$ cat src/sv/bb3_pkg.sv
// Shared types and constants for the 3x3 RGB box blur.
package bb3_pkg;

    localparam int MAX_WIDTH  = 512;
    localparam int MAX_HEIGHT = 4096;

    localparam int CH_W       = 8;
    localparam int WIDTH_W    = 10;
    localparam int HEIGHT_W   = 13;
    localparam int COL_W      = $clog2(MAX_WIDTH);
    localparam int POS_W      = (COL_W + 1 > WIDTH_W) ? COL_W + 1 : WIDTH_W;
    localparam int SUM_W      = 12;
    localparam int CNT_W      = 4;
    localparam int CFG_ADDR_W = 3;
    localparam int REG_SEL_BIT = 2;

    localparam logic [WIDTH_W-1:0]  WIDTH_RESET  = WIDTH_W'(MAX_WIDTH);
    localparam logic [HEIGHT_W-1:0] HEIGHT_RESET = HEIGHT_W'(MAX_HEIGHT);

    typedef enum logic {
        REG_IMAGE_WIDTH  = 1'b0,
        REG_IMAGE_HEIGHT = 1'b1
    } t_reg_sel;

    typedef struct packed {
        logic [CH_W-1:0] pixel_red;
        logic [CH_W-1:0] pixel_green;
        logic [CH_W-1:0] pixel_blue;
        logic            drain;
    } t_in_word;

    typedef struct packed {
        logic [CH_W-1:0] blurred_red;
        logic [CH_W-1:0] blurred_green;
        logic [CH_W-1:0] blurred_blue;
        logic            frame_last;
    } t_out_word;

    typedef struct packed {
        logic [CH_W-1:0] red;
        logic [CH_W-1:0] green;
        logic [CH_W-1:0] blue;
    } t_pixel;

    typedef struct packed {
        t_pixel older;
        t_pixel newer;
    } t_line_entry;

    typedef struct packed {
        logic       emit;
        logic       last;
        logic [2:0] row_ok;
        logic [2:0] col_ok;
    } t_pos_info;

    typedef struct packed {
        logic [SUM_W-1:0] sum_red;
        logic [SUM_W-1:0] sum_green;
        logic [SUM_W-1:0] sum_blue;
        logic [CNT_W-1:0] count;
        logic             last;
    } t_sum_word;

endpackage

$ cat src/sv/bb3_scan.sv
// Raster position tracking, frame-edge masks and result scheduling.
module bb3_scan (
    input  logic                          i_clk,
    input  logic                          i_rst_n,
    input  logic                          i_restart,
    input  logic [bb3_pkg::WIDTH_W-1:0]   i_width,
    input  logic [bb3_pkg::HEIGHT_W-1:0]  i_height,
    input  logic                          i_in_valid,
    input  bb3_pkg::t_in_word             i_in_word,
    output logic                          o_in_ready,
    input  logic                          i_next_ready,
    output logic                          o_pass_valid,
    output logic [bb3_pkg::COL_W-1:0]     o_addr,
    output bb3_pkg::t_pixel               o_cur,
    output bb3_pkg::t_pos_info            o_info
);
    import bb3_pkg::*;

    logic [COL_W-1:0]    r_col;
    logic [HEIGHT_W-1:0] r_row;

    logic                accept;
    logic                in_frame;
    logic                ignore_item;
    logic                col_first;
    logic                emit;
    logic                last;
    logic                wrap;
    logic [POS_W-1:0]    col_inc;
    logic [POS_W-1:0]    width_ext;
    logic [POS_W-1:0]    ocol;
    logic [POS_W:0]      ocol_ext;
    logic [POS_W:0]      w_cmp;
    logic [HEIGHT_W-1:0] orow;
    logic [HEIGHT_W:0]   orow_ext;
    logic [HEIGHT_W:0]   h_cmp;

    always_comb begin
        accept      = i_in_valid && i_next_ready;
        in_frame    = r_row < i_height;
        ignore_item = i_in_word.drain && in_frame;
        col_first   = (r_col == '0);
        emit        = (r_row >= HEIGHT_W'(2)) || ((r_row == HEIGHT_W'(1)) && !col_first);
        width_ext   = POS_W'(i_width);
        col_inc     = POS_W'(r_col) + POS_W'(1);
        wrap        = col_inc >= width_ext;
        orow        = col_first ? r_row - HEIGHT_W'(2) : r_row - HEIGHT_W'(1);
        ocol        = col_first ? width_ext - POS_W'(1) : POS_W'(r_col) - POS_W'(1);
        orow_ext    = {1'b0, orow};
        ocol_ext    = {1'b0, ocol};
        h_cmp       = {1'b0, i_height};
        w_cmp       = {1'b0, width_ext};
        last        = emit && (orow == i_height - HEIGHT_W'(1))
                      && (ocol == width_ext - POS_W'(1));

        o_info.emit      = emit;
        o_info.last      = last;
        o_info.row_ok[0] = (orow != '0) && ((orow_ext - (HEIGHT_W+1)'(1)) < h_cmp);
        o_info.row_ok[1] = orow_ext < h_cmp;
        o_info.row_ok[2] = (orow_ext + (HEIGHT_W+1)'(1)) < h_cmp;
        o_info.col_ok[0] = (ocol != '0) && ((ocol_ext - (POS_W+1)'(1)) < w_cmp);
        o_info.col_ok[1] = ocol_ext < w_cmp;
        o_info.col_ok[2] = (ocol_ext + (POS_W+1)'(1)) < w_cmp;

        o_in_ready   = i_next_ready;
        o_pass_valid = accept && !ignore_item;
        o_addr       = r_col;
        if (in_frame) begin
            o_cur.red   = i_in_word.pixel_red;
            o_cur.green = i_in_word.pixel_green;
            o_cur.blue  = i_in_word.pixel_blue;
        end else begin
            o_cur = '0;
        end
    end

    always_ff @(posedge i_clk) begin
        if (!i_rst_n) begin
            r_col <= '0;
            r_row <= '0;
        end else if (i_restart) begin
            r_col <= '0;
            r_row <= '0;
        end else if (accept && !ignore_item) begin
            if (last) begin
                r_col <= '0;
                r_row <= '0;
            end else if (wrap) begin
                r_col <= '0;
                r_row <= r_row + HEIGHT_W'(1);
            end else begin
                r_col <= COL_W'(col_inc);
            end
        end
    end

endmodule

$ cat config.mk
export PLATFORM = sky130hd
export DESIGN_NAME = bb3_scan
export DESIGN_NICKNAME = d
export VERILOG_FILES = /design/src/sv/bb3_pkg.sv /design/src/sv/bb3_scan.sv
export SDC_FILE = /design/constraint.sdc
export NUM_CORES = 1
export LEC_CHECK = 0
export BUFFER_PORTS_ARGS = -buffer_cell sky130_fd_sc_hd__buf_2
export CORE_UTILIZATION = 35
export DETAILED_ROUTE_END_ITERATION = 12
export HOLD_SLACK_MARGIN = 0.1
export PLACE_DENSITY = 0.54
export SETUP_SLACK_MARGIN = 0.4
export SYNTH_ARGS = -nofsm -noshare
export SYNTH_HDL_FRONTEND = slang
export SYNTH_SLANG_ARGS = --single-unit
export TNS_END_PERCENT = 50
$ cat constraint.sdc
create_clock -name i_clk -period 7.1 [get_ports i_clk]
set_clock_uncertainty 0.05 [all_clocks]
set_input_delay 1.42 -clock i_clk [delete_from_list [all_inputs] [get_ports i_clk]]
set_output_delay 1.42 -clock i_clk [all_outputs]
set_load 0.01 [all_outputs]
==> run_results.csv <==
group,metric,value,unit
final_layout,n_antenna_cell,0,
final_layout,multi_input_area,0.00482,mm2
setup_path,max_stage_delay,0.73,ns
synthesis,ys.flop_type,"dfxtp_1",
synthesis,synth_cell_type_count,65,
global_route,globalRouteOverflowTotal,0,
setup_path,cp_max_fo,8,
outcome,status,"complete, no violations",
die,design.core.area,0.0154,mm2
detailed_routing,first_pass_iters,5,
flow_run,maxCapViolations,0,
cts,clk_latency,0.26,ns
setup_path,crit_arrival,4.90,ns
die,initial_utilization,0.364,
synthesis,postSynth.asyncResetShare,0,
power,leakagePower,2.87,nW
setup_path,r2r-end,"r_row[3]$_SDFFE_PP0P_",
setup_path,cpMaxStageDelayCell,"or4b_2",
setup_path,cp-start-kind,"flip-flop",
sta,max_freq,157,MHz
sta,rsz0062_at_grt,"no",
sta,slew_headroom,0.402,
sta,worst_pin_slew,0.889,ns
final_layout,finalCoreUtilization,0.413,
cts,cts_hold_buf,0,
detailed_routing,vias,5409,
min_path,hp-class,"flip-flop to flip-flop",
setup_path,crit_start,"o_addr[1]$_SDFFE_PP0P_",
cts,htree_num_levels,1,
die,rows,45,
die,die-area,0.0165,mm2
setup_path,path_common_cell,"ha_1",
detailed_routing,final_antenna_net_count,0,
placement,place.gp.congestion,0.852,
setup_path,path_cells,"inv_1, ha_1, or4b_2, o21ai_1, a211oi_1, xnor2_1, inv_2, nand4_1, or3_1, and2_1, ha_1, o21ai_0, a21oi_1, or4_1, a41oi_1, buf_2",
sta,maxSlewViolCount,0,
detailed_routing,wl_per_cell,15.5,um
final_layout,area_delta_synth_final,13.6,%
final_layout,seqCellArea,440,um2
final_layout,fin_nets,979,
synthesis,synth_edf_count,0,
detailed_routing,routed_wirelength,15.9,mm
synthesis,synthCells,741,
setup_path,rrSetupSlack,2.98,ns
sta,final-setup-viol-count,0,
synthesis,syn_area,0.00561,mm2
global_route,grt_pass1_wl,25.3,mm
die,die_w,129,um
setup_path,r2r-start,"o_addr[1]$_SDFFE_PP0P_",
detailed_routing,drc_errors,0,
synthesis,yosysSeqAreaShare,0.0785,
power,power_density,74.4,mW/mm2
setup_path,crit_type,"flip-flop to output port",
global_route,grt_pass1_vias,5006,
sta,hold_violations,0,
setup_path,worst_r2r_path_depth,11,
die,die_y,129,um
cts,clockBufferDepth,2,
global_route,grt_antenna_before_repair,0,
setup_path,cp-end-kind,"output port",
cts,numCtsBuffers,3,
final_layout,layout-drive-gt1-share,0.157,
sta,fin_crit_sh,0.897,
die,io_pins,96,
detailed_routing,routed_via_density,5.25,
synthesis,syn_area_per_cell,7.57,um2
cts,cts.clk_slew.worst_paths,0.06,ns
setup_path,crit_end,"o_info[5]",
min_path,min-delay-start,"o_addr[8]$_SDFFE_PP0P_",
cts,cts_sinks,22,
detailed_routing,drt_iter0_drc,234,
cts,post-cts-setup-buffers,0,
placement,port_buffers,95,
synthesis,syn_nets,899,
cts,postCtsResizedCells,0,
final_layout,fillers,1676,
sta,period_minus_slack,6.37,ns
global_route,grt_usage,0.190,
cts,root_buffer,"clkbuf_16",
synthesis,synth_warnings,0,
placement,hpwlAfterDp,13.1,mm
cts,cts_tree,"built",
global_route,grt_max_degree,26,
sta,finalSetupTns,0,ns
synthesis,ys_seq_elements,22,
power,peakVddDrop,74.9,uV
setup_path,critPathRequiredTime,5.63,ns
-- cell usage after synthesis, types with 12 or more instances --
| cell type | count | area (um2) |
|---|---|---|
| nor4_1 | 12 | 75.1 |
| nor2_1 | 52 | 195 |
| nand4_1 | 12 | 75.1 |
| nand2_1 | 40 | 150 |
| xor2_1 | 25 | 219 |
| clkbuf_1 | 21 | 78.8 |
| xnor2_1 | 58 | 508 |
| inv_1 | 56 | 210 |
| and2_1 | 29 | 181 |
| o21a_1 | 33 | 248 |
| o21ai_0 | 30 | 150 |
| nand3_1 | 24 | 120 |
| or3_1 | 13 | 81.3 |
| ha_1 | 105 | 1310 |
| a21oi_1 | 36 | 180 |
| dfxtp_1 | 22 | 440 |
| nor3_1 | 23 | 115 |
-- area by class of cell --
class                           count  share of cell area
Tap cell                          211              0.0414
Inverter                           57              0.0336
Sequential cell                    22              0.0691
Timing Repair Buffer              104              0.0852
Multi-Input combinational cell    633               0.757
Clock buffer                        4              0.0139
-- sequential cells by signal, summed over array words and instances (netlist names) --
register and flops:
o_addr 9, r_row 13
-- power by group --
| group | internal (mW) | total (mW) | switching [mW] | leakage [nW] |
|---|---|---|---|---|
| registers | 0.124 | 0.124 | 0.0000832 | 0.177 |
| logic | 0.0981 | 0.217 | 0.119 | 2.65 |
| clock network | 0.0861 | 0.133 | 0.0469 | 0.0442 |
-- through the flow --
stage               cells  cell area, um2  worst slack (ns)  hold slack, ns  total power [mW]
floorplan             741            5610              1.27           0.479             0.276
global placement     1027            6280             0.895           0.508             0.344
detailed placement   1027            6280             0.843           0.507             0.343
CTS                  1031            6370             0.752           0.516             0.479
global route         1031            6370             0.405           0.529             0.512
finish               1031            6370             0.728           0.514             0.474
-- cell families after synthesis --
logic type | Yosys count | share of synthesized area
AOI/OAI and AO/OA | 170 | 0.209
adders and majority gates | 105 | 0.234
buffers and inverters | 86 | 0.0629
and+or+nand+nor | 267 | 0.260
muxes | 3 | 0.00535
DFF | 22 | 0.0785
xor gates and xnor gates | 88 | 0.150
-- placed cells by master (no fill, tap or decap), types with 6 or more instances in the layout --
master / Yosys / routed
nor4_1: 12 / 12
nand2_1: 40 / 40
or4_1: 7 / 7
o211ai_1: 6 / 6
nor3_1: 23 / 23
xnor2_1: 58 / 58
nand3_1: 24 / 24
and3_1: 9 / 9
buf_2: 3 / 95
nor2_1: 52 / 52
a21oi_1: 36 / 36
inv_1: 56 / 56
dfxtp_1: 22 / 22
a211oi_1: 9 / 9
nand4_1: 12 / 12
xor2_1: 25 / 25
buf_4: 3 / 9
o21ai_0: 30 / 30
or2_2: 6 / 6
nand3b_1: 8 / 8
and2_1: 29 / 29
nor2b_1: 9 / 9
o21a_1: 33 / 33
o2111ai_1: 6 / 6
ha_1: 105 / 105
or3_1: 13 / 13
nand2b_1: 9 / 9
-- critical path, delay by kind of cell, from the launching register on --
kind,cells,cell delay (ns)
flip-flops,1,0.41
XOR/XNOR,1,0.24
buffers and inverters,3,0.42
adder cells (fa/ha/maj),2,0.52
AND/OR/NAND/NOR,5,1.92
AO/OA/AOI/OAI,5,1.15
-- worst min-delay path by stage --
stage	endpoint	slack, ns	cells past startpoint
after floorplan	o_addr[8]$_SDFFE_PP0P_	0.48	2
after CTS	o_addr[8]$_SDFFE_PP0P_	0.52	2
after detailed placement	o_addr[8]$_SDFFE_PP0P_	0.51	2
after global placement	o_addr[8]$_SDFFE_PP0P_	0.51	2
after global routing	o_addr[8]$_SDFFE_PP0P_	0.53	2
final	o_addr[8]$_SDFFE_PP0P_	0.51	2
-- routing by layer --
metal	share of wire	vias to the layer above	track usage	wire length (um)
met4	0.0080	0	0.0235	127
met1	0.48	2432	0.262	7640
met2	0.47	121	0.331	7520
li1	-	2844	-	-
met5	0	-	0	0
met3	0.042	12	0.0129	662
Note: power is estimated with default switching activity, not from simulation.
