**config.mk**
```make
export PLATFORM = sky130hd
export DESIGN_NAME = bb3_average
export DESIGN_NICKNAME = d
export VERILOG_FILES = /design/src/sv/bb3_pkg.sv /design/src/sv/bb3_average.sv
export SDC_FILE = /design/constraint.sdc
export NUM_CORES = 1
export LEC_CHECK = 0
export BUFFER_PORTS_ARGS = -buffer_cell sky130_fd_sc_hd__buf_4
export CAP_MARGIN = 20
export CORE_MARGIN = 8
export CORE_UTILIZATION = 35
export CTS_CLUSTER_DIAMETER = 150
export DETAILED_ROUTE_END_ITERATION = 7
export GPL_TIMING_DRIVEN = 0
export PLACE_DENSITY = 0.59
export SYNTH_ARGS = -nofsm -noshare
export SYNTH_HDL_FRONTEND = slang
export SYNTH_SLANG_ARGS = --single-unit
```
**constraint.sdc**
```tcl
create_clock -name i_clk -period 11.3 [get_ports i_clk]
set_input_delay 0.565 -clock i_clk [delete_from_list [all_inputs] [get_ports i_clk]]
set_output_delay 0.565 -clock i_clk [all_outputs]
set_load 0.05 [all_outputs]
```
**src/sv/bb3_pkg.sv**
```systemverilog
// Shared types and constants for the 3x3 RGB box blur.
package bb3_pkg;

    localparam int MAX_WIDTH  = 512;
    localparam int MAX_HEIGHT = 4096;

    localparam int CH_W       = 8;
    localparam int WIDTH_W    = 10;
    localparam int HEIGHT_W   = 13;
    localparam int COL_W      = $clog2(MAX_WIDTH);
    localparam int POS_W      = (COL_W + 1 > WIDTH_W) ? COL_W + 1 : WIDTH_W;
    localparam int SUM_W      = 12;
    localparam int CNT_W      = 4;
    localparam int CFG_ADDR_W = 3;
    localparam int REG_SEL_BIT = 2;

    localparam logic [WIDTH_W-1:0]  WIDTH_RESET  = WIDTH_W'(MAX_WIDTH);
    localparam logic [HEIGHT_W-1:0] HEIGHT_RESET = HEIGHT_W'(MAX_HEIGHT);

    typedef enum logic {
        REG_IMAGE_WIDTH  = 1'b0,
        REG_IMAGE_HEIGHT = 1'b1
    } t_reg_sel;

    typedef struct packed {
        logic [CH_W-1:0] pixel_red;
        logic [CH_W-1:0] pixel_green;
        logic [CH_W-1:0] pixel_blue;
        logic            drain;
    } t_in_word;

    typedef struct packed {
        logic [CH_W-1:0] blurred_red;
        logic [CH_W-1:0] blurred_green;
        logic [CH_W-1:0] blurred_blue;
        logic            frame_last;
    } t_out_word;

    typedef struct packed {
        logic [CH_W-1:0] red;
        logic [CH_W-1:0] green;
        logic [CH_W-1:0] blue;
    } t_pixel;

    typedef struct packed {
        t_pixel older;
        t_pixel newer;
    } t_line_entry;

    typedef struct packed {
        logic       emit;
        logic       last;
        logic [2:0] row_ok;
        logic [2:0] col_ok;
    } t_pos_info;

    typedef struct packed {
        logic [SUM_W-1:0] sum_red;
        logic [SUM_W-1:0] sum_green;
        logic [SUM_W-1:0] sum_blue;
        logic [CNT_W-1:0] count;
        logic             last;
    } t_sum_word;

endpackage

```
**src/sv/bb3_average.sv**
```systemverilog
// Rounded division of the neighbourhood sums and the output register.
module bb3_average (
    input  logic               i_clk,
    input  logic               i_rst_n,
    input  logic               i_valid,
    input  bb3_pkg::t_sum_word i_sum_word,
    output logic               o_ready,
    output logic               o_out_valid,
    input  logic               i_out_ready,
    output bb3_pkg::t_out_word o_out_word
);
    import bb3_pkg::*;

    localparam int NUM_W       = SUM_W + 1;
    localparam int RECIP_W     = 16;
    localparam int RECIP_SHIFT = 16;
    localparam logic [RECIP_W-1:0] RECIP_3 = 16'd21846;
    localparam logic [RECIP_W-1:0] RECIP_9 = 16'd7282;

    function automatic logic [CH_W-1:0] round_avg(input logic [SUM_W-1:0] sum,
                                                  input logic [CNT_W-1:0] count);
        logic [NUM_W-1:0]         num;
        logic [SUM_W-1:0]         x;
        logic [RECIP_W-1:0]       m;
        logic [SUM_W+RECIP_W-1:0] prod;
        logic [CH_W-1:0]          q;
        num = {sum, 1'b0} + NUM_W'(count);
        x   = '0;
        m   = '0;
        q   = '0;
        case (count)
            4'd1: q = CH_W'(num >> 1);
            4'd2: q = CH_W'(num >> 2);
            4'd4: q = CH_W'(num >> 3);
            4'd3: begin
                x = SUM_W'(num >> 1);
                m = RECIP_3;
            end
            4'd6: begin
                x = SUM_W'(num >> 2);
                m = RECIP_3;
            end
            4'd9: begin
                x = SUM_W'(num >> 1);
                m = RECIP_9;
            end
            default: q = '0;
        endcase
        prod = (SUM_W+RECIP_W)'(x) * (SUM_W+RECIP_W)'(m);
        if (m != '0) begin
            q = prod[RECIP_SHIFT +: CH_W];
        end
        return q;
    endfunction

    logic      r_s3_valid;
    t_sum_word r_s3;
    logic      r_out_valid;
    t_out_word r_out;
    logic      out_free;
    t_out_word n_out;

    always_comb begin
        out_free            = !r_out_valid || i_out_ready;
        o_ready             = !r_s3_valid || out_free;
        n_out.blurred_red   = round_avg(r_s3.sum_red, r_s3.count);
        n_out.blurred_green = round_avg(r_s3.sum_green, r_s3.count);
        n_out.blurred_blue  = round_avg(r_s3.sum_blue, r_s3.count);
        n_out.frame_last    = r_s3.last;
        o_out_valid         = r_out_valid;
        o_out_word          = r_out;
    end

    always_ff @(posedge i_clk) begin
        if (!i_rst_n) begin
            r_s3_valid  <= 1'b0;
            r_out_valid <= 1'b0;
        end else begin
            if (o_ready) begin
                r_s3_valid <= i_valid;
            end
            if (out_free) begin
                r_out_valid <= r_s3_valid;
            end
        end
    end

    always_ff @(posedge i_clk) begin
        if (o_ready && i_valid) begin
            r_s3 <= i_sum_word;
        end
        if (out_free && r_s3_valid) begin
            r_out <= n_out;
        end
    end

endmodule

```
==> metrics.csv, run 1 <==
metric;value;unit
max_freq;125;MHz
cts_tree;yes;
port_buffers;71;
clock_sinks;68;
rsz0062_at_grt;no;
post-cts-setup-buffers;0;
antenna_cells;0;
clock_latency;360;ps
vias;10600;
grt_max_degree;36;
setup_viol;0;
first_iter_violations;657;
io_pins;72;
fin_crit;7980;ps
numCtsBuffers;9;
holdWs;383;ps
dr_wl_met3;2.09;mm
initial_core_util;35.5;%
timing.critical_path.slowest_stage_cell;a211oi_1;
worstMarginPinSlew;1190;ps
synth.avg_cell_area;9.30;µm²
cts.htree.levels;3;
power.switching;460;µW
pwr-share-comb;45.7;%
start_kind;register;
track_usage;16.5;%
fill_cells;3874;
hold_violations;0;
hold_class;input pin to register;
wl;37.9;mm
wl_met2;17.0;mm
finalMaxSlewViolations;0;
skew;14.0;ps
die_y;214;µm
yosysTopAreaCellShare;28.0;%
routed.top_layer;met4;
die_w;214;µm
grt_pass1_vias;11100;
syn_nets;1935;
postCtsHoldBufs;0;
grt-ovfl-total;0;
p_leak;7.95;nW
firstDrtPassIters;7;
relSlewSlack;20.2;%
ys_warn_count;0;
cpPeakStageDelay;730;ps
p_int;660;µW
synth_seq_cells;68;
dp_hpwl;32.9;mm
area_growth_syn_to_layout;11.0;%
synth_area;0.0137;mm²
via_per_inst;5.08;
final_nets;2018;
ys_top_cells_by_count;inv_1 (380), ha_1 (222), fa_1 (192);
irDropWorstVdd;0.0577;mV
synth_top_area_cell;fa_1;
post-route-period-util;70.6;%
fp.dieArea;0.0458;mm²
rows;72;
outcome;completed;
setup_tns;0;ps
routabilityCongestion;0.889;
async_reset_ff_share;0;%
synth_edf_count;66;
yosys.cell_count.top_type;inv_1;
syn_inst;1476;
antenna_found_initial;0;
timing.max_cap.violations;0;
drc;0;
p_seq_share;27.6;%
crit_type;register to register;
switching_share;41.1;%
drive_above_1_share;7.16;%
wl_per_cell;18.2;µm
cts_resized;0;
met1Wirelength;17.8;mm
clockPowerShare;26.7;%
end_kind;register;
arrival;8040;ps
core;0.0386;mm²
grt_pass1_wl;60.5;mm
crit_required;11360;ps
ant_nets;0;
synth_ff_type;edfxtp_1;
synth_seq_area_share;14.7;%
clockRootBuffer;clkbuf_16;
p_per_area;73.5;mW/mm²
yosys-top-cells-area;fa_1 (28%), ha_1 (20%), edfxtp_1 (14%);
critPathMaxFanout;10;
cts_buffer_depth;2;
path_clk_slew;60;ps
yosysUniqueCellTypes;77;
[cell type report]
type	count	area, µm²	share of cell area (%)
buffer	27	115	0.755
sequential	68	2020	13.3
tap	518	648	4.25
clock inverter	7	76.3	0.501
timing repair buffer	72	553	3.63
inverter	382	1440	9.42
clock buffer	9	225	1.48
multi-input combinational	999	10200	66.7
[stage by stage]
step	setup slack, ps	utilization (%)	instance area [µm²]	instances	total power, mW
5_1_grt	2930	39.4	15200	2082	1.20
3_5_place_dp	3350	38.7	14900	2066	0.825
6_report	3320	39.4	15200	2082	1.12
3_3_place_gp	3380	38.6	14900	2065	0.818
4_1_cts	3350	39.4	15200	2082	1.13
2_1_floorplan	4380	-	13700	1476	0.669
[metal layers]
metal	GRT usage [%]	vias up
met5	0	-
li1	-	4988
met2	26.1	323
met3	1.97	57
met4	5.32	0
met1	23.3	5201
[power groups by stage]
stage | Sequential, mW | Combinational (mW) | Clock [mW]
floorplan | 0.330 | 0.339 | 0
detailed placement | 0.314 | 0.511 | 0
CTS | 0.309 | 0.516 | 0.308
global route | 0.311 | 0.577 | 0.313
global placement | 0.315 | 0.503 | 0
finish | 0.309 | 0.512 | 0.299
[sequential cells by signal (all words and copies together) (netlist names)]
name,flops
o_out_word,25
o_out_valid,1
n_out,1
r_s3,40
r_s3_valid,1
[cell families (layout without fill, tap and decap cells)]
logic type	after synthesis	in the layout	synth area share, %
AND/OR/NAND/NOR	295	295	10.6
AO/OA/AOI/OAI	231	231	11.3
buffers and inverters	409	497	11.3
adder cells (fa/ha/maj)	414	414	48.2
flip-flops	68	68	14.7
multiplexers	6	6	0.465
XOR/XNOR	53	53	3.44
[worst max-delay path: cells and delay by family (launching register included)]
family | cells | cell delay (ps)
simple gates | 4 | 570
compound gates | 7 | 1890
buf+inv | 7 | 870
fa+ha+maj | 7 | 3360
xor+xnor | 1 | 430
flops | 1 | 530
[worst paths after layout]
path              cells past startpoint          start  slack [ps]            end
setup / recovery                     26        r_s3[3]        3320  o_out_word[6]
hold / removal                        1  i_sum_word[1]         380        r_s3[1]
setup reg to reg                     26        r_s3[3]        3320  o_out_word[6]
hold reg to reg                       0       n_out[0]         420  o_out_word[0]
[cells in the final DEF (no fill, tap or decap), drive strengths merged, types with 11 or more instances in the layout]
| master | instances |
|---|---|
| a21oi | 58 |
| xnor2 | 29 |
| nor3 | 18 |
| a21o | 13 |
| nand2 | 53 |
| o22a | 19 |
| inv | 382 |
| nand2b | 12 |
| a211oi | 13 |
| clkbuf | 31 |
| edfxtp | 66 |
| xor2 | 24 |
| ha | 222 |
| buf | 77 |
| nor2b | 22 |
| o22ai | 21 |
| nor2 | 101 |
| fa | 192 |
| nand4 | 13 |
| o211ai | 11 |
| o21ai | 45 |
| nand3 | 25 |
Power figures use the tool's default switching activity.
==> run 2: changes to the inputs <==
--- a/config.mk
+++ b/config.mk
@@ -12,7 +12,7 @@
 export CTS_CLUSTER_DIAMETER = 150
 export DETAILED_ROUTE_END_ITERATION = 7
 export GPL_TIMING_DRIVEN = 0
-export PLACE_DENSITY = 0.59
+export PLACE_DENSITY = 0.6
 export SYNTH_ARGS = -nofsm -noshare
 export SYNTH_HDL_FRONTEND = slang
 export SYNTH_SLANG_ARGS = --single-unit
==> constraint.sdc (replaced) <==
create_clock -name i_clk -period 7 [get_ports i_clk]
set_input_delay 0.35 -clock i_clk [delete_from_list [all_inputs] [get_ports i_clk]]
set_output_delay 0.35 -clock i_clk [all_outputs]
set_load 0.05 [all_outputs]
==> metrics.csv, run 2 (synthesized netlist as in run 1, its figures left out) <==
metric;value;unit;change
routabilityCongestion;0.895;;+0.60%
layout_common_cells;inv_1 (377), ha_1 (214), fa_1 (184);;
drive_above_1_share;15.2;%;+8.1 points
final_common_cell;inv_1;;
register_area;0.00202;mm²;unchanged
relSlewSlack;16.0;%;-4.3 points
numCtsBuffers;9;;unchanged
antenna_found_initial;1;;+1
critPathMaxFanout;3;;-7
grt_pass1_wl;61.5;mm;+1.6%
worstHoldStart;i_sum_word[11];;
p_leak;8.24;nW;+3.6%
hold_class;input pin to register;;
grt_pass1_vias;11300;;+2.2%
cts_tree;yes;;
rsz0062_at_grt;yes;;
initial_core_util;35.5;%;unchanged
port_buffers;71;;unchanged
clock_sinks;68;;unchanged
min_path_cells;1;;unchanged
cts.htree.levels;3;;unchanged
p_per_area;117;mW/mm²;+60%
drc;0;;unchanged
fin_crit;6950;ps;-1030 ps
wl;38.9;mm;+2.7%
power;1.89;mW;+68%
rr_endpoint;o_out_word[22];;
skew;9.47;ps;-4.52 ps
post-route-period-util;99.3;%;+29 points
rows;72;;unchanged
firstDrtPassIters;6;;-1
outcome;completed;;
final_nets;2057;;+1.9%
path_clk_slew;70;ps;about the same
final_util;41.6;%;+2.2 points
largest_reg_flops;40;;unchanged
worstMarginPinSlew;1250;ps;+61.5 ps
first_iter_violations;634;;-3.5%
clockRootBuffer;clkbuf_16;;
fill_cells;3782;;-2.4%
hold_violations;0;;unchanged
r2r_start;r_s3[2];;
irDropWorstVdd;0.116;mV;+100%
cts_buffer_depth;2;;unchanged
area_growth_syn_to_layout;17.1;%;
r2r_cells;26;;unchanged
timing.max_cap.violations;0;;unchanged
finalMaxSlewViolations;0;;unchanged
grt_max_degree;33;;-8.3%
regToRegSetupSlack;50;ps;-3270 ps
ant_nets;0;;unchanged
clock_latency;360;ps;about the same
fp.dieArea;0.0458;mm²;unchanged
grt-ovfl-total;0;;unchanged
regMostFlops;r_s3;;
worst_slack;50.7;ps;-3270 ps
arrival;7050;ps;-990 ps
setup_tns;0;ps;unchanged
vias;10800;;+1.8%
antenna_cells;0;;unchanged
hold_end;r_s3[11];;
die_w;214;µm;unchanged
end_kind;register;;
die_y;214;µm;unchanged
crit_required;7100;ps;-4260 ps
track_usage;16.7;%;+0.17 points
dp_slack;-982;ps;-4330 ps
max_freq;144;MHz;+15%
via_per_inst;5.07;;about the same
setup_viol;0;;unchanged
core;0.0386;mm²;unchanged
io_pins;72;;unchanged
wl_per_cell;18.3;µm;+0.83%
multi_input_area;0.0107;mm²;+5.1%
crit_type;register to register;;
holdWs;172;ps;-211 ps
dp_hpwl;33.1;mm;+0.79%
start_kind;register;;
==> run 2: cell count changes in the layout (fill, tap and decap cells not counted), moves of 8 or more <==
cell,before,now
a21oi_1,57,45
o22a_2,0,8
ha_4,0,8
ha_1,222,214
o22a_1,18,10
a21oi_2,1,12
buf_4,72,111
fa_1,192,184
clkbuf_1,22,11
fa_2,0,8
==> run 2: area by class of cell <==
cell class,count,area share (%)
Inverter,382,8.95
Tap cell,518,4.03
Multi-Input combinational cell,999,66.4
Buffer,26,0.825
Sequential cell,68,12.6
Timing Repair Buffer,112,5.33
Clock inverter,7,0.467
Clock buffer,9,1.40
==> run 2: where the power goes <==
group	switching, mW	total [mW]	leakage [nW]	internal [mW]
sequential	0.0202	0.499	0.651	0.479
clock	0.198	0.476	0.140	0.278
combinational	0.554	0.911	7.44	0.357
total	0.772	1.89	8.24	1.11
==> run 2: stage by stage <==
stage / cell area (µm²) / instances
4_1_cts: 15500 / 2097
5_1_grt: 16100 / 2121
6_report: 16100 / 2121
3_3_place_gp: 14900 / 2065
2_1_floorplan: 13700 / 1476
3_5_place_dp: 14900 / 2066
==> run 2: layer usage <==
layer | track usage, % | wire length, µm | vias up
met4 | 5.78 | 1270 | 2
met1 | 22.6 | 17600 | 5285
met2 | 27.3 | 18000 | 343
li1 | - | - | 5067
met5 | 0 | 13 | -
met3 | 2.10 | 2050 | 61
==> run 2: worst max-delay path by stage <==
| stage | startpoint | endpoint | slack (ps) | depth (start not counted) |
|---|---|---|---|---|
| global placement | r_s3[3] | o_out_word[7] | -920 | 25 |
| finish | r_s3[2] | o_out_word[22] | 50 | 26 |
| floorplan | r_s3[3] | o_out_word[22] | 80 | 24 |
| detailed placement | r_s3[3] | o_out_word[22] | -980 | 24 |
| CTS | r_s3[3] | o_out_word[22] | -60 | 23 |
| global route | r_s3[2] | o_out_word[19] | -90 | 26 |
==> run 2: worst max-delay path, stage by stage, from the launching register on <==
cell and delay (ps):
edfxtp_1 410, buf_4 140, ha_1 180, inv_1 90, fa_2 420, nor2b_4 150
o21ba_4 160, nand3_1 110, xor2_2 190, o22ai_2 190, nand2_1 110, fa_2 640
fa_1 430, fa_1 490, inv_1 50, fa_1 530, inv_1 50, fa_1 520
inv_1 60, ha_4 270, nand4_1 260, a211oi_2 330, a221oi_4 120, nor2_2 160
or3_4 160, o211ai_1 90, a221o_1 400
==> run 2: repair_timing <==
action | CTS | global route
gates cloned | 0 | 0
setup endpoints to repair | 24 | 20
resized for setup | 48 | 79
pin swaps | 9 | 43
setup buffers | 15 | 25
hold buffers | 0 | 0
==> run 3: changes to the inputs <==
--- a/config.mk
+++ b/config.mk
@@ -9,10 +9,12 @@
 export CAP_MARGIN = 20
 export CORE_MARGIN = 8
 export CORE_UTILIZATION = 35
+export CTS_BUF_LIST = sky130_fd_sc_hd__clkbuf_8 sky130_fd_sc_hd__clkbuf_16
 export CTS_CLUSTER_DIAMETER = 150
 export DETAILED_ROUTE_END_ITERATION = 7
 export GPL_TIMING_DRIVEN = 0
 export PLACE_DENSITY = 0.6
+export RECOVER_POWER = 100
 export SYNTH_ARGS = -nofsm -noshare
 export SYNTH_HDL_FRONTEND = slang
 export SYNTH_SLANG_ARGS = --single-unit
==> metrics.csv, run 3 (synthesized netlist as in run 1, its figures left out) <==
metric;value;unit;change
finalMaxSlewViolations;59;;+59
timing.max_cap.violations;2;;+2
wl;38.8;mm;-0.14%
fin_crit;6900;ps;-45.9 ps
rsz0062_at_grt;yes;;
layoutNonFillerInstCount;2121;;unchanged
timing.critical_path.slowest_stage_cell;fa_1;;
port_buffers;71;;unchanged
wl_per_cell;18.3;µm;-0.14%
post-route-period-util;98.6;%;-0.66 points
worst-path-buf-inv;9;;+4
clockRootBuffer;clkbuf_16;;
setup_viol;0;;unchanged
start_kind;register;;
clock_sinks;68;;unchanged
relSlewSlack;-82.3;%;-98 points
dpl.cell_count;2066;;unchanged
r2r_start;r_s3[2];;
io_pins;72;;unchanged
fp.dieArea;0.0458;mm²;unchanged
irDropWorstVdd;0.116;mV;+0.15%
p_leak;8.12;nW;-1.4%
cts_buffer_depth;2;;unchanged
initial_core_util;35.5;%;unchanged
track_usage;16.7;%;unchanged
numCtsBuffers;9;;unchanged
largest_reg_flops;40;;unchanged
area_growth_syn_to_layout;16.2;%;
p_seq_share;26.7;%;+0.3 points
core;0.0386;mm²;unchanged
end_kind;register;;
regMostFlops;r_s3;;
critPathTopFamily;adder cells;;
rr_endpoint;o_out_word[22];;
hold_class;input pin to register;;
clockPowerShare;25.4;%;+0.2 points
ant_nets;0;;unchanged
crit_path_start;r_s3[2];;
cts_tree;yes;;
violations;capacitance limit, slew limit;;
fill_cells;3808;;+0.69%
final_util;41.3;%;-0.33 points
grt_max_degree;33;;unchanged
cp-endpoint;o_out_word[22];;
max_freq;145;MHz;+0.67%
p_per_area;117;mW/mm²;+0.13%
critPathMaxFanout;4;;+1
crit_type;register to register;;
vias;10700;;-0.47%
grt_pass1_wl;61.5;mm;unchanged
drive_above_1_share;13.3;%;-1.9 points
skew;7.55;ps;-1.93 ps
first_iter_violations;602;;-5.0%
layout_common_cells;inv_1 (377), ha_1 (214), fa_1 (184);;
die_w;214;µm;unchanged
antenna_cells;0;;unchanged
worstMarginPinSlew;2730;ps;+1480 ps
die_y;214;µm;unchanged
grt-ovfl-total;0;;unchanged
path_clk_slew;70;ps;about the same
register_area;0.00202;mm²;unchanged
cp.depth;28;;+7.7%
drc;0;;unchanged
arrival;7000;ps;-50 ps
postCtsHoldBufs;0;;unchanged
pwr-share-comb;48.0;%;-0.3 points
r2r_cells;28;;+7.7%
multi_input_area;0.0107;mm²;about the same
rows;72;;unchanged
antenna_found_initial;1;;unchanged
cp_common_cell;inv_1;;
p_int;1.10;mW;-0.95%
final_nets;2057;;unchanged
routabilityCongestion;0.895;;unchanged
crit_required;7100;ps;about the same
final_common_cell;inv_1;;
via_per_inst;5.05;;-0.47%
power.switching;770;µW;-0.24%
clock_latency;350;ps;about the same
switching_share;41.1;%;+0.17 points
firstDrtPassIters;5;;-1
cts.htree.levels;3;;unchanged
hold_violations;0;;unchanged
dp_hpwl;33.1;mm;unchanged
cpPeakStageDelay;560;ps;-80 ps
grt_pass1_vias;11300;;unchanged
regToRegSetupSlack;100;ps;+50 ps
outcome;finished with violations;;
-- run 3: metal layers --
layer,vias up,GRT usage [%],wire length [µm]
met5,-,0,13
met4,2,5.78,1300
met3,64,2.10,1930
met2,322,27.3,17900
met1,5253,22.6,17700
li1,5066,-,-
-- run 3: worst reg2reg max path, delay by kind of cell, from the launching register on --
| kind | cells | cell delay (ps) |
|---|---|---|
| adder cells (fa/ha/maj) | 8 | 3240 |
| AO/OA/AOI/OAI | 6 | 1250 |
| flip-flops | 1 | 410 |
| AND/OR/NAND/NOR | 4 | 710 |
| XOR/XNOR | 1 | 170 |
| buffers and inverters | 9 | 890 |
-- run 3: per-stage QoR --
stage	TNS [ps]	worst slack [ps]	area (µm²)	hold WS, ps	power, mW
global route	-407	-85.4	16000	190	2.01
detailed placement	-12600	-982	14900	409	1.34
finish	0	96.6	16000	194	1.87
CTS	-58.6	-58.6	15500	163	1.84
global placement	-11230	-923	14900	404	1.32
floorplan	0	78.9	13700	400	1.08
-- run 3: timing repair --
item                                    CTS  global route
endpoints found under the setup margin   24            20
setup buffers                            15            25
gates resized for setup                  48            79
pin swaps                                 9            43
-- run 3: power groups by stage --
stage	Sequential (mW)	Clock, mW	Combinational (mW)
floorplan	0.533	0	0.547
global placement	0.507	0	0.811
detailed placement	0.506	0	0.829
CTS	0.498	0.488	0.856
global route	0.502	0.498	1.01
finish	0.500	0.475	0.899
-- run 3: worst min path at each step --
stage	startpoint	to	slack, ps	cells past startpoint
finish	i_sum_word[27]	r_s3[27]	190	1
global route	i_sum_word[0]	n_out[0]	190	1
CTS	i_sum_word[18]	r_s3[18]	160	1
detailed placement	n_out[0]	o_out_word[0]	410	0
global placement	n_out[0]	o_out_word[0]	400	0
floorplan	n_out[0]	o_out_word[0]	400	0
-- run 3: cell type report --
| type | instances | area share, % |
|---|---|---|
| well taps | 518 | 4.06 |
| plain buffers | 26 | 0.831 |
| inverters | 382 | 9.02 |
| multi-input cells | 999 | 66.9 |
| clock inverters | 7 | 0.471 |
| flip-flops and latches | 68 | 12.7 |
| repair buffers | 112 | 4.64 |
| clock buffers | 9 | 1.41 |
